$ cat config.mk
export PLATFORM = sky130hd
export DESIGN_NAME = gyro_assisted_odometry_integrator_top
export DESIGN_NICKNAME = d
export VERILOG_FILES = /design/src/design/goi_pkg.sv /design/src/design/goi_ctrl.sv /design/src/design/goi_dpath.sv /design/src/design/gyro_assisted_odometry_integrator_top.sv
export SDC_FILE = /design/constraint.sdc
export NUM_CORES = 2
export LEC_CHECK = 0
export BUFFER_PORTS_ARGS = -buffer_cell sky130_fd_sc_hd__buf_2
export CELL_PAD_IN_SITES_DETAIL_PLACEMENT = 1
export CELL_PAD_IN_SITES_GLOBAL_PLACEMENT = 1
export CORE_ASPECT_RATIO = 1.75
export CORE_MARGIN = 2
export CORE_UTILIZATION = 46
export DETAILED_ROUTE_END_ITERATION = 10
export PLACE_DENSITY_LB_ADDON = 0.1
export SETUP_SLACK_MARGIN = 0.05
export SYNTH_ARGS = -nofsm -noshare
export SYNTH_HDL_FRONTEND = slang
export SYNTH_HIERARCHICAL = 1
export SYNTH_SLANG_ARGS = --single-unit
export TNS_END_PERCENT = 30
$ cat constraint.sdc
create_clock -name clk_i -period 12 [get_ports clk_i]
set_input_delay 3.6 -clock clk_i [delete_from_list [all_inputs] [get_ports clk_i]]
set_output_delay 3.6 -clock clk_i [all_outputs]
set_load 0.05 [all_outputs]
$ cat src/design/goi_pkg.sv
// Shared types, constants and the arctangent table for the odometry integrator.
// No dependencies; used by the controller, the datapath and the top level.
package goi_pkg;

  // CORDIC iteration count and index width
  localparam int CordicStepsDef = 24;
  localparam int IdxW           = 5;

  // Field widths
  localparam int VelW  = 24;
  localparam int RateW = 24;
  localparam int DtW   = 20;
  localparam int ThrW  = 23;
  localparam int PosW  = 32;
  localparam int AngW  = 32;

  // Stream payload widths
  localparam int SDataW = 96;
  localparam int MDataW = 144;

  // Internal arithmetic widths
  localparam int CordW = 34;
  localparam int MulAW = 33;
  localparam int MulBW = 25;
  localparam int MulPW = MulAW + MulBW;
  localparam int ProdW = 64;

  // Constants
  localparam logic signed [CordW-1:0] GainQ30   = 34'sd652032874;
  localparam logic        [20:0]      RadToBam  = 21'd667544;
  localparam logic        [ThrW-1:0]  ThrReset  = 23'd1966;

  // Datapath operations issued by the controller
  typedef enum logic [4:0] {
    OP_NONE,
    OP_LOAD,
    OP_ROT,
    OP_MUL_VC,
    OP_MUL_VS,
    OP_RND30,
    OP_MUL_TDT,
    OP_RND20,
    OP_ADD_X,
    OP_ADD_Y,
    OP_MUL_RDT,
    OP_MUL_KLO,
    OP_MUL_KHI,
    OP_ADD_KHI,
    OP_RND26,
    OP_ADD_ANG,
    OP_OUT
  } op_e;

  typedef struct packed {
    op_e             op;
    logic [IdxW-1:0] idx;
  } cmd_t;

  typedef struct packed {
    logic out_free;
  } stat_t;

  // atan(2^-i) as a binary angle, full turn = 2^32
  function automatic logic [AngW-1:0] atan_bam(input logic [IdxW-1:0] i);
    logic [AngW-1:0] r;
    case (i)
      5'd0:  r = 32'd536870912;
      5'd1:  r = 32'd316933406;
      5'd2:  r = 32'd167458907;
      5'd3:  r = 32'd85004756;
      5'd4:  r = 32'd42667331;
      5'd5:  r = 32'd21354465;
      5'd6:  r = 32'd10679838;
      5'd7:  r = 32'd5340245;
      5'd8:  r = 32'd2670163;
      5'd9:  r = 32'd1335087;
      5'd10: r = 32'd667544;
      5'd11: r = 32'd333772;
      5'd12: r = 32'd166886;
      5'd13: r = 32'd83443;
      5'd14: r = 32'd41722;
      5'd15: r = 32'd20861;
      5'd16: r = 32'd10430;
      5'd17: r = 32'd5215;
      5'd18: r = 32'd2608;
      5'd19: r = 32'd1304;
      5'd20: r = 32'd652;
      5'd21: r = 32'd326;
      5'd22: r = 32'd163;
      5'd23: r = 32'd81;
      5'd24: r = 32'd41;
      5'd25: r = 32'd20;
      5'd26: r = 32'd10;
      5'd27: r = 32'd5;
      5'd28: r = 32'd3;
      5'd29: r = 32'd1;
      5'd30: r = 32'd1;
      default: r = 32'd0;
    endcase
    return r;
  endfunction

endpackage

$ cat src/design/goi_ctrl.sv
// Sequencer for the odometry integrator: accepts one update, steps the datapath.
// Depends on goi_pkg for the command and status types.
module goi_ctrl
  import goi_pkg::*;
#(
  parameter int CORDIC_STEPS = CordicStepsDef
) (
  input  logic  clk_i,
  input  logic  rst_ni,
  input  logic  in_valid_i,
  output logic  in_ready_o,
  input  stat_t stat_i,
  output cmd_t  cmd_o
);

  localparam int IterW = $clog2(CORDIC_STEPS);

  typedef enum logic [4:0] {
    S_IDLE, S_ROT, S_MVC, S_RX1, S_MTX, S_RX2, S_ADDX,
    S_MVS, S_RY1, S_MTY, S_RY2, S_ADDY,
    S_MRD, S_MKL, S_MKH, S_AKH, S_RTH, S_ADDT, S_DONE
  } state_e;

  state_e           state_q, state_d;
  logic [IterW-1:0] iter_q, iter_d;
  logic             last_iter;

  assign last_iter  = (iter_q == IterW'(CORDIC_STEPS - 1));
  assign in_ready_o = (state_q == S_IDLE);

  // Next state and command decode
  always_comb begin
    state_d    = state_q;
    iter_d     = iter_q;
    cmd_o.op   = OP_NONE;
    cmd_o.idx  = IdxW'(iter_q);
    case (state_q)
      S_IDLE: begin
        iter_d = '0;
        if (in_valid_i) begin
          cmd_o.op = OP_LOAD;
          state_d  = S_ROT;
        end
      end
      S_ROT: begin
        cmd_o.op = OP_ROT;
        iter_d   = iter_q + 1'b1;
        if (last_iter) begin
          state_d = S_MVC;
        end
      end
      S_MVC:  begin cmd_o.op = OP_MUL_VC;  state_d = S_RX1;  end
      S_RX1:  begin cmd_o.op = OP_RND30;   state_d = S_MTX;  end
      S_MTX:  begin cmd_o.op = OP_MUL_TDT; state_d = S_RX2;  end
      S_RX2:  begin cmd_o.op = OP_RND20;   state_d = S_ADDX; end
      S_ADDX: begin cmd_o.op = OP_ADD_X;   state_d = S_MVS;  end
      S_MVS:  begin cmd_o.op = OP_MUL_VS;  state_d = S_RY1;  end
      S_RY1:  begin cmd_o.op = OP_RND30;   state_d = S_MTY;  end
      S_MTY:  begin cmd_o.op = OP_MUL_TDT; state_d = S_RY2;  end
      S_RY2:  begin cmd_o.op = OP_RND20;   state_d = S_ADDY; end
      S_ADDY: begin cmd_o.op = OP_ADD_Y;   state_d = S_MRD;  end
      S_MRD:  begin cmd_o.op = OP_MUL_RDT; state_d = S_MKL;  end
      S_MKL:  begin cmd_o.op = OP_MUL_KLO; state_d = S_MKH;  end
      S_MKH:  begin cmd_o.op = OP_MUL_KHI; state_d = S_AKH;  end
      S_AKH:  begin cmd_o.op = OP_ADD_KHI; state_d = S_RTH;  end
      S_RTH:  begin cmd_o.op = OP_RND26;   state_d = S_ADDT; end
      S_ADDT: begin cmd_o.op = OP_ADD_ANG; state_d = S_DONE; end
      S_DONE: begin
        // wait until the output register can take the result
        if (stat_i.out_free) begin
          cmd_o.op = OP_OUT;
          state_d  = S_IDLE;
        end
      end
      default: state_d = S_IDLE;
    endcase
  end

  // State register
  always_ff @(posedge clk_i or negedge rst_ni) begin
    if (!rst_ni) begin
      state_q <= S_IDLE;
      iter_q  <= '0;
    end else begin
      state_q <= state_d;
      iter_q  <= iter_d;
    end
  end

endmodule

$ cat src/design/goi_dpath.sv
// Datapath: input capture, shared CORDIC rotator, shared multiplier, rounding,
// saturating accumulators and the output register. Depends on goi_pkg.
module goi_dpath
  import goi_pkg::*;
(
  input  logic              clk_i,
  input  logic              rst_ni,
  input  cmd_t              cmd_i,
  output stat_t             stat_o,
  input  logic [SDataW-1:0] in_data_i,
  input  logic              cfg_valid_i,
  input  logic [ThrW-1:0]   cfg_data_i,
  output logic              out_valid_o,
  input  logic              out_ready_i,
  output logic [MDataW-1:0] out_data_o,
  output logic              out_user_o
);

  // Input item registers
  logic signed [VelW:0]     vel_q, vel_d;    // speed, negated when the angle was folded
  logic signed [VelW-1:0]   echo_q, echo_d;
  logic signed [RateW-1:0]  rate_q, rate_d;
  logic        [DtW-1:0]    dt_q, dt_d;
  logic                     gyro_q, gyro_d;

  // CORDIC registers
  logic signed [CordW-1:0]  cx_q, cx_d, cy_q, cy_d, cz_q, cz_d;

  // Product, scratch and split-multiply registers
  logic signed [ProdW-1:0]  prod_q, prod_d;
  logic        [41:0]       lo_q, lo_d;
  logic signed [21:0]       hold_q, hold_d;
  logic signed [31:0]       t_q, t_d;

  // Architectural state
  logic signed [PosW-1:0]   xacc_q, xacc_d, yacc_q, yacc_d;
  logic        [AngW-1:0]   ang_q, ang_d;
  logic        [ThrW-1:0]   thr_q;

  // Output register
  logic                     ovalid_q, ovalid_d;
  logic        [MDataW-1:0] odata_q, odata_d;
  logic                     ouser_q, ouser_d;

  // Shared multiplier
  logic signed [MulAW-1:0]  mul_a;
  logic signed [MulBW-1:0]  mul_b;
  logic signed [MulPW-1:0]  mul_p;

  // Rounding unit
  logic        [5:0]        rnd_sh;
  logic signed [ProdW-1:0]  rnd_half, rnd_sum, rnd_res;

  // Load helpers
  logic signed [VelW-1:0]   in_v, in_wr, in_gr;
  logic signed [VelW:0]     v25, gr25, mag;
  logic signed [AngW-1:0]   z32;
  logic                     flip;
  logic        [AngW-1:0]   zfold;

  // CORDIC helpers
  logic signed [CordW-1:0]  xs, ys, at;

  // Saturating adds
  logic        [PosW:0]     sx, sy;

  assign stat_o.out_free = !ovalid_q || out_ready_i;
  assign out_valid_o     = ovalid_q;
  assign out_data_o      = odata_q;
  assign out_user_o      = ouser_q;

  // Load decode: field split, rate choice, heading fold
  assign in_v  = $signed(in_data_i[23:0]);
  assign in_wr = $signed(in_data_i[47:24]);
  assign in_gr = $signed(in_data_i[71:48]);
  assign v25   = {in_v[VelW-1], in_v};
  assign gr25  = {in_gr[VelW-1], in_gr};
  assign mag   = gr25[VelW] ? -gr25 : gr25;
  assign z32   = $signed(ang_q);
  assign flip  = (z32 > 32'sd1073741824) || (z32 < -32'sd1073741824);
  assign zfold = flip ? (ang_q + 32'h8000_0000) : ang_q;

  // Multiplier operand select
  always_comb begin
    mul_a = '0;
    mul_b = '0;
    case (cmd_i.op)
      OP_MUL_VC: begin
        mul_a = cx_q[MulAW-1:0];
        mul_b = vel_q;
      end
      OP_MUL_VS: begin
        mul_a = cy_q[MulAW-1:0];
        mul_b = vel_q;
      end
      OP_MUL_TDT: begin
        mul_a = {t_q[31], t_q};
        mul_b = $signed({5'b0, dt_q});
      end
      OP_MUL_RDT: begin
        mul_a = {{(MulAW-RateW){rate_q[RateW-1]}}, rate_q};
        mul_b = $signed({5'b0, dt_q});
      end
      OP_MUL_KLO: begin
        mul_a = $signed({11'b0, prod_q[21:0]});
        mul_b = $signed({4'b0, RadToBam});
      end
      OP_MUL_KHI: begin
        mul_a = {{11{hold_q[21]}}, hold_q};
        mul_b = $signed({4'b0, RadToBam});
      end
      default: begin
        mul_a = '0;
        mul_b = '0;
      end
    endcase
  end

  assign mul_p = mul_a * mul_b;

  // Round to nearest, ties away from zero: (v + half - sign) >>> sh
  always_comb begin
    case (cmd_i.op)
      OP_RND30: rnd_sh = 6'd30;
      OP_RND20: rnd_sh = 6'd20;
      OP_RND26: rnd_sh = 6'd26;
      default:  rnd_sh = 6'd1;
    endcase
  end

  assign rnd_half = 64'sd1 <<< (rnd_sh - 6'd1);
  assign rnd_sum  = prod_q + rnd_half - $signed({63'b0, prod_q[ProdW-1]});
  assign rnd_res  = rnd_sum >>> rnd_sh;

  // One CORDIC micro-rotation
  assign xs = cx_q >>> cmd_i.idx;
  assign ys = cy_q >>> cmd_i.idx;
  assign at = $signed({2'b0, atan_bam(cmd_i.idx)});

  // Position sums with one guard bit
  assign sx = {xacc_q[PosW-1], xacc_q} + {t_q[31], t_q};
  assign sy = {yacc_q[PosW-1], yacc_q} + {t_q[31], t_q};

  // Next-state logic
  always_comb begin
    vel_d    = vel_q;
    echo_d   = echo_q;
    rate_d   = rate_q;
    dt_d     = dt_q;
    gyro_d   = gyro_q;
    cx_d     = cx_q;
    cy_d     = cy_q;
    cz_d     = cz_q;
    prod_d   = prod_q;
    lo_d     = lo_q;
    hold_d   = hold_q;
    t_d      = t_q;
    xacc_d   = xacc_q;
    yacc_d   = yacc_q;
    ang_d    = ang_q;
    odata_d  = odata_q;
    ouser_d  = ouser_q;
    ovalid_d = ovalid_q && !out_ready_i;
    case (cmd_i.op)
      OP_LOAD: begin
        gyro_d = (mag > $signed({2'b0, thr_q}));
        rate_d = (mag > $signed({2'b0, thr_q})) ? in_gr : in_wr;
        echo_d = in_v;
        dt_d   = in_data_i[91:72];
        vel_d  = flip ? -v25 : v25;
        cx_d   = GainQ30;
        cy_d   = '0;
        cz_d   = {{(CordW-AngW){zfold[AngW-1]}}, zfold};
      end
      OP_ROT: begin
        if (!cz_q[CordW-1]) begin
          cx_d = cx_q - ys;
          cy_d = cy_q + xs;
          cz_d = cz_q - at;
        end else begin
          cx_d = cx_q + ys;
          cy_d = cy_q - xs;
          cz_d = cz_q + at;
        end
      end
      OP_MUL_VC, OP_MUL_VS, OP_MUL_TDT, OP_MUL_RDT: begin
        prod_d = {{(ProdW-MulPW){mul_p[MulPW-1]}}, mul_p};
      end
      OP_MUL_KLO: begin
        prod_d = {{(ProdW-MulPW){mul_p[MulPW-1]}}, mul_p};
        hold_d = prod_q[43:22];
      end
      OP_MUL_KHI: begin
        prod_d = {{(ProdW-MulPW){mul_p[MulPW-1]}}, mul_p};
        lo_d   = prod_q[41:0];
      end
      OP_ADD_KHI: begin
        prod_d = (prod_q <<< 22) + $signed({22'b0, lo_q});
      end
      OP_RND30, OP_RND20, OP_RND26: begin
        t_d = rnd_res[31:0];
      end
      OP_ADD_X: begin
        if (sx[PosW] != sx[PosW-1]) begin
          xacc_d = sx[PosW] ? {1'b1, {(PosW-1){1'b0}}} : {1'b0, {(PosW-1){1'b1}}};
        end else begin
          xacc_d = sx[PosW-1:0];
        end
      end
      OP_ADD_Y: begin
        if (sy[PosW] != sy[PosW-1]) begin
          yacc_d = sy[PosW] ? {1'b1, {(PosW-1){1'b0}}} : {1'b0, {(PosW-1){1'b1}}};
        end else begin
          yacc_d = sy[PosW-1:0];
        end
      end
      OP_ADD_ANG: begin
        ang_d = ang_q + t_q;
      end
      OP_OUT: begin
        odata_d  = {echo_q, rate_q, ang_q, yacc_q, xacc_q};
        ouser_d  = gyro_q;
        ovalid_d = 1'b1;
      end
      default: begin
        ovalid_d = ovalid_q && !out_ready_i;
      end
    endcase
  end

  // Control and architectural state
  always_ff @(posedge clk_i or negedge rst_ni) begin
    if (!rst_ni) begin
      xacc_q   <= '0;
      yacc_q   <= '0;
      ang_q    <= '0;
      thr_q    <= ThrReset;
      ovalid_q <= 1'b0;
    end else begin
      xacc_q   <= xacc_d;
      yacc_q   <= yacc_d;
      ang_q    <= ang_d;
      ovalid_q <= ovalid_d;
      if (cfg_valid_i) begin
        thr_q <= cfg_data_i;
      end
    end
  end

  // Payload registers
  always_ff @(posedge clk_i) begin
    vel_q   <= vel_d;
    echo_q  <= echo_d;
    rate_q  <= rate_d;
    dt_q    <= dt_d;
    gyro_q  <= gyro_d;
    cx_q    <= cx_d;
    cy_q    <= cy_d;
    cz_q    <= cz_d;
    prod_q  <= prod_d;
    lo_q    <= lo_d;
    hold_q  <= hold_d;
    t_q     <= t_d;
    odata_q <= odata_d;
    ouser_q <= ouser_d;
  end

endmodule

$ cat src/design/gyro_assisted_odometry_integrator_top.sv
// Top level of the gyro-assisted odometry integrator.
// Depends on goi_pkg, goi_ctrl and goi_dpath.

// Dead-reckoning odometry for a differential drive. Each transfer on the slave
// stream is one update (speed, wheel and gyro yaw rates, elapsed time); the
// gyro rate is used when its magnitude is strictly above the drift threshold.
// The speed is rotated by the current heading (CORDIC sin/cos), scaled by the
// elapsed time and added to saturating x/y positions, then the heading is
// advanced; one result transfer follows each update. An update is handled by the
// single shared CORDIC rotator, one step per cycle, followed by seven passes
// through one shared 33x25 multiplier with rounding and accumulate steps between
// them. One update is in flight at a time; a finished result waits in the output
// register while the next update is accepted. The threshold port is always ready
// and must only be written while the block is idle.
module gyro_assisted_odometry_integrator_top
  import goi_pkg::*;
#(
  parameter int CORDIC_STEPS = CordicStepsDef
) (
  input  logic              clk_i,
  input  logic              rst_ni,
  // drift threshold write channel
  input  logic              cfg_valid_i,
  output logic              cfg_ready_o,
  input  logic [ThrW-1:0]   cfg_data_i,
  // update stream
  input  logic              s_axis_tvalid,
  output logic              s_axis_tready,
  // lin_vel[23:0], wheel_yaw_rate[47:24], imu_yaw_rate[71:48], elapsed[91:72]
  input  logic [SDataW-1:0] s_axis_tdata,
  // result stream
  output logic              m_axis_tvalid,
  input  logic              m_axis_tready,
  // pos_x[31:0], pos_y[63:32], heading[95:64], yaw_rate_used[119:96],
  // speed_echo[143:120]
  output logic [MDataW-1:0] m_axis_tdata,
  // from_gyro[0]
  output logic              m_axis_tuser
);

  cmd_t  cmd;
  stat_t stat;

  assign cfg_ready_o = 1'b1;

  goi_ctrl #(
    .CORDIC_STEPS(CORDIC_STEPS)
  ) u_ctrl (
    .clk_i      (clk_i),
    .rst_ni     (rst_ni),
    .in_valid_i (s_axis_tvalid),
    .in_ready_o (s_axis_tready),
    .stat_i     (stat),
    .cmd_o      (cmd)
  );

  goi_dpath u_dpath (
    .clk_i       (clk_i),
    .rst_ni      (rst_ni),
    .cmd_i       (cmd),
    .stat_o      (stat),
    .in_data_i   (s_axis_tdata),
    .cfg_valid_i (cfg_valid_i),
    .cfg_data_i  (cfg_data_i),
    .out_valid_o (m_axis_tvalid),
    .out_ready_i (m_axis_tready),
    .out_data_o  (m_axis_tdata),
    .out_user_o  (m_axis_tuser)
  );

endmodule

# Yosys cells after proc, flatten, opt, wreduce, memory -nomap -nowiden
# Memories as Yosys holds them, arrays and structs flattened.
# Cells that the tools add are included.
[totals]
latch_bits = 0
ram_bits = 0
input_bits = 124
mem_count = 1
out_inout_bits = 148
register_bits = 631
word_cells = 132
mem_bits_ro = 960
[classes]
n_lt_le_gt_ge = 3
mul = 1
bitwise = 0
n_addsub = 17
mux = 27
n_eq_ne = 40
shifts = 4
n_reduce_logical = 18
div = 0
[mem_list]
columns = ["name", "words", "word_bits", "read_ports", "rd_ports_with_merged_regs", "write_ports", "line", "source"]
rows = [
  ["(no name shown)", 32, 30, 1, 0, 0, "goi_pkg.sv:66", "case (i)"],
]
[ops]
columns = ["op", "count"]
rows = [
  ["$pmux 34 s2", 3],
  ["$pmux 33 s6", 1],
  ["$mux 32", 5],
  ["$pmux 64 s2", 1],
  ["$mux 34", 3],
  ["$pmux 5 s19", 1],
  ["$eq 5x4->1 const B", 16],
  ["$pmux 5 s16", 1],
  ["$pmux 25 s3", 1],
  ["$add 34x34->34", 2],
  ["$sshr 34x5->34", 2],
  ["$sub 34x34->34", 2],
  ["$add 32x32->33", 2],
  ["$add 64x43->64", 1],
  ["$add 64x64->64", 1],
  ["$sshl 2x6->64 const A", 1],
  ["$sshr 64x5->32", 1],
  ["$sub 64x2->64", 1],
  ["$mul 33x25->58", 1],
  ["$mux 25", 2],
  ["$neg 24->25", 2],
  ["$eq 5x3->1 const B", 8],
  ["$add 34x33->34", 1],
  ["$sub 34x33->34", 1],
  ["other kinds (27)", 50],
]

# Logic depth before layout (Yosys ltp)
[depth]
word_depth = 11
mapped_depth = 43
ltp_nobuf = 37

# Hierarchy
# Netlist, hierarchy kept.
[modules_own_cells]
columns = ["mod", "cells_each", "seq_area_each_um2", "instances", "area_per_inst_um2"]
rows = [
  ["goi_dpath", 7986, 17997.3, 1, 73877.1],
  ["goi_ctrl", 89, 250.2, 1, 711.9],
  ["gyro_assisted_odometry_integrator_top", 2, 0.0, 1, 11.3],
]

# Worst setup path after synthesis
# Ideal clock, no wire load.
[synth_path]
path_kind = "input to register"
startpoint = "input s_axis_tvalid"
endpoint = "register u_dpath.prod_q[57], data pin"
required_ps = 11720
cell_stages = 34
arrival_time_ps = 13680
n_path_buf = 5
setup_slack_ps = -1959
setup_ps = 280
path_cell_list = "nor2_1 > o21ai_0 > a32o_1 > clkbuf_1 > nor3_1 > clkbuf_1 > buf_1 > a221oi_1 > clkbuf_1 > nor2_1 > fa_1 > fa_1 > inv_1 > fa_1 > fa_1 > inv_1 > fa_1 > fa_1 > inv_1 > fa_1 > inv_1 > ha_1 > clkbuf_1 > a21o_1 > a21o_1 > a2111o_1 > nand2b_1 > o21ai_1 > or3_1 > a21oi_1 > or3_1 > o311ai_0 > nor4b_2 > a211oi_1"
[synth_rtl]
columns = ["element", "line", "source"]
rows = [
  ["start: declaration", "gyro_assisted_odometry_integrator_top.sv:27", "input logic s_axis_tvalid,"],
  ["end signal: assignment", "goi_dpath.sv:260", "prod_q <= prod_d;"],
  ["end: declaration", "goi_dpath.sv:30", "logic signed [ProdW-1:0] prod_q, prod_d;"],
]

==> impl_metrics.json <==
{
  "status": "complete, but fails checks",
  "violations": "capacitance limit, slew limit, setup timing",
  "io_buffers": 266,
  "grt_pass1_vias": 73879,
  "viasPerCell": 5.95,
  "drive_gt1_share_pct": 19.7,
  "finalHoldViolCount": 0,
  "avgSynthCellArea_um2": 9.24,
  "ys_ff_latch": 629,
  "h-tree-depth": 3,
  "register_area_mm2": 0.0183,
  "clock.fmax_mhz": 80.1,
  "drtAntennaViolNets": 0,
  "syn_area_mm2": 0.0746,
  "stdcell_count": 11144,
  "synth_commonest_cells": "inv_1, nand2_1, fa_1",
  "drt-total-wl_mm": 335,
  "yosysMostFrequentCell": "inv_1",
  "seq_area_frac_synth_pct": 24.5,
  "synth_cell_types": 97,
  "routedWlPerCell_um": 30.1,
  "cts_buffers": 71,
  "vias": 66325,
  "arrival_ps": 12900,
  "maxSlewHeadroom_pct": -0.206,
  "fin_crit_sh_pct": 104,
  "hold_class": "flip-flop to flip-flop",
  "die_h_um": 537,
  "crit_buf_inv": 11,
  "setup_viol": 19,
  "path_clk_slew_ps": 70,
  "tightest_slew_ps": 1460,
  "cts_sinks": 629,
  "netlist.area_leader.share_pct": 22.8,
  "path_class": "input port to flip-flop",
  "cp.required_ps": 12420,
  "drt-initial-drc-count": 3806,
  "drc_errors": 0,
  "crit_fanout": 12,
  "grt_use_total_pct": 39.9,
  "place_inst": 10855,
  "multi_input_area_mm2": 0.0526,
  "place_ws_ps": -2250,
  "cp-start-kind": "input port",
  "clk_latency_ps": 720,
  "maxCapViolations": 1,
  "gp_congestion": 1.04,
  "clock_skew_ps": 54.3,
  "core_mm2": 0.161,
  "fin_util_pct": 55.6,
  "ys_warn_count": 6,
  "ys.flop_type": "edfxtp_1",
  "ios": 272,
  "fp.dieW_um": 308,
  "ys_top_cells_by_area": "fa_1, edfxtp_1, ha_1, inv_1, nand2_1",
  "cts_tree": "built",
  "async_reset_ff_share_pct": 20.7,
  "maxSlewViolCount": 1,
  "critical_path.slowest_cell": "fa_1",
  "fillers": 18197,
  "timing.final.ws_setup_ps": -480,
  "fp.dieArea_mm2": 0.166,
  "root_buffer": "clkbuf_16",
  "grt_start_max_net_pins": 115,
  "grt_pass1_wl_mm": 476,
  "cp-end-kind": "flip-flop",
  "rows": 195,
  "place_hpwl_mm": 269,
  "synth_edf_count": 499,
  "max_stage_delay_ps": 580,
  "rsz0062_at_grt": "true",
  "antenna_found_initial": 30,
  "finalCriticalPeriod_ps": 12480,
  "crit_top_cell": "fa_1",
  "grt_remaining_overflow": 0,
  "finalNetCount": 10361,
  "syn_nets": 9537,
  "critPathTopFamily": "adder cells",
  "yosysTopAreaCell": "fa_1",
  "syn_to_final_growth_pct": 20.2,
  "netlist_instances": 8077,
  "start_util_pct": 46.3,
  "dr.pass1.iters": 8,
  "clockBufferDepth": 3
}
worst paths after layout:
check                                              startpoint                                end  slack [ps]  cells past startpoint
worst max-delay path                            s_axis_tvalid       u_dpath/prod_q[58]$_DFFE_PP_        -480                     38
worst min register to register    u_dpath/echo_q[7]$_DFFE_PN_  u_dpath/out_data_o[127]$_DFFE_PP_         420                      0
min in group asynchronous                              rst_ni     u_dpath/xacc_q[12]$_DFFE_PN0N_        3020                      1
worst max register to register  u_ctrl/state_q[1]$_DFFE_PN0P_       u_dpath/prod_q[58]$_DFFE_PP_        1040                     36
worst min-delay path              u_dpath/echo_q[7]$_DFFE_PN_  u_dpath/out_data_o[127]$_DFFE_PP_         420                      0
max in group asynchronous                              rst_ni       u_ctrl/iter_q[0]$_DFFE_PN0P_        7730                      2
cell type report:
cell class	count	share of cell area [%]
Multi-Input combinational cell	5978	58.7
Sequential cell	629	20.4
Timing Repair Buffer	1124	10.7
Inverter	1097	4.60
Tap cell	2167	3.02
Clock buffer	88	2.16
Clock inverter	43	0.470
Antenna cell	18	0.0502
cell families after synthesis:
logic type	share of synthesized area, %
XOR/XNOR	5.21
multiplexers	4.12
AND/OR/NAND/NOR	13.8
flip-flops	24.5
AO/OA/AOI/OAI	13.9
buffers and inverters	7.47
other	0.00503
adder cells (fa/ha/maj)	31.0
layout by cell type (no fill, tap or decap), drive strengths merged, types with 57 or more instances in the layout:
cell type	count
nand2	961
xor2	159
mux2	62
dfrtp	122
nand4	57
a31oi	76
xnor2	285
clkbuf	95
ha	486
o21ai	402
a21oi	450
nor2	811
nor3	99
buf	1115
edfxtp	499
mux4	82
nand2b	62
fa	850
inv	1102
nand3	75
a21o	180
o21a	60
per-stage QoR:
| stage | TNS [ps] | instance area (µm²) | hold WS [ps] |
|---|---|---|---|
| 6_report | -5300 | 89700 | 418 |
| 5_1_grt | -8280 | 89700 | 423 |
| 3_5_place_dp | -40480 | 84200 | 406 |
| 3_3_place_gp | -35220 | 84200 | 401 |
| 4_1_cts | -3820 | 88000 | 418 |
| 2_1_floorplan | 0 | 75300 | 400 |
flip-flops by register name, summed over array words and instances (netlist names), 34 cells and up:
register / flops
u_dpath/cy_q: 34
u_dpath/cz_q: 34
u_dpath/out_data_o: 144
u_dpath/lo_q: 42
u_dpath/prod_q: 63
u_dpath/cx_q: 34
worst register-to-register path, delay by kind of cell, from the launching register on:
kind / cells / cell delay (ps)
adders and majority gates: 8 / 3790
buffers and inverters: 8 / 1410
and+or+nand+nor: 8 / 2240
AOI/OAI and AO/OA: 12 / 2730
DFF: 1 / 520
routing by layer:
| layer | global-route usage, % | part of all wire [%] |
|---|---|---|
| met1 | 35.7 | 30 |
| met2 | 71.6 | 51 |
| met3 | 6.71 | 5.1 |
| met4 | 44.5 | 14 |
| met5 | 0 | 0.021 |
timing repair:
item,4_1_cts,5_1_grt
hold buffers,0,0
buffers inserted,55,82
gates resized for setup,176,234
pin swaps,66,187
setup endpoints to repair,25,25
gates cloned,6,7
Power is left out: the tool's default activity adds up to more than one toggle a clock period on the data nets, which glitch-free logic cannot reach.
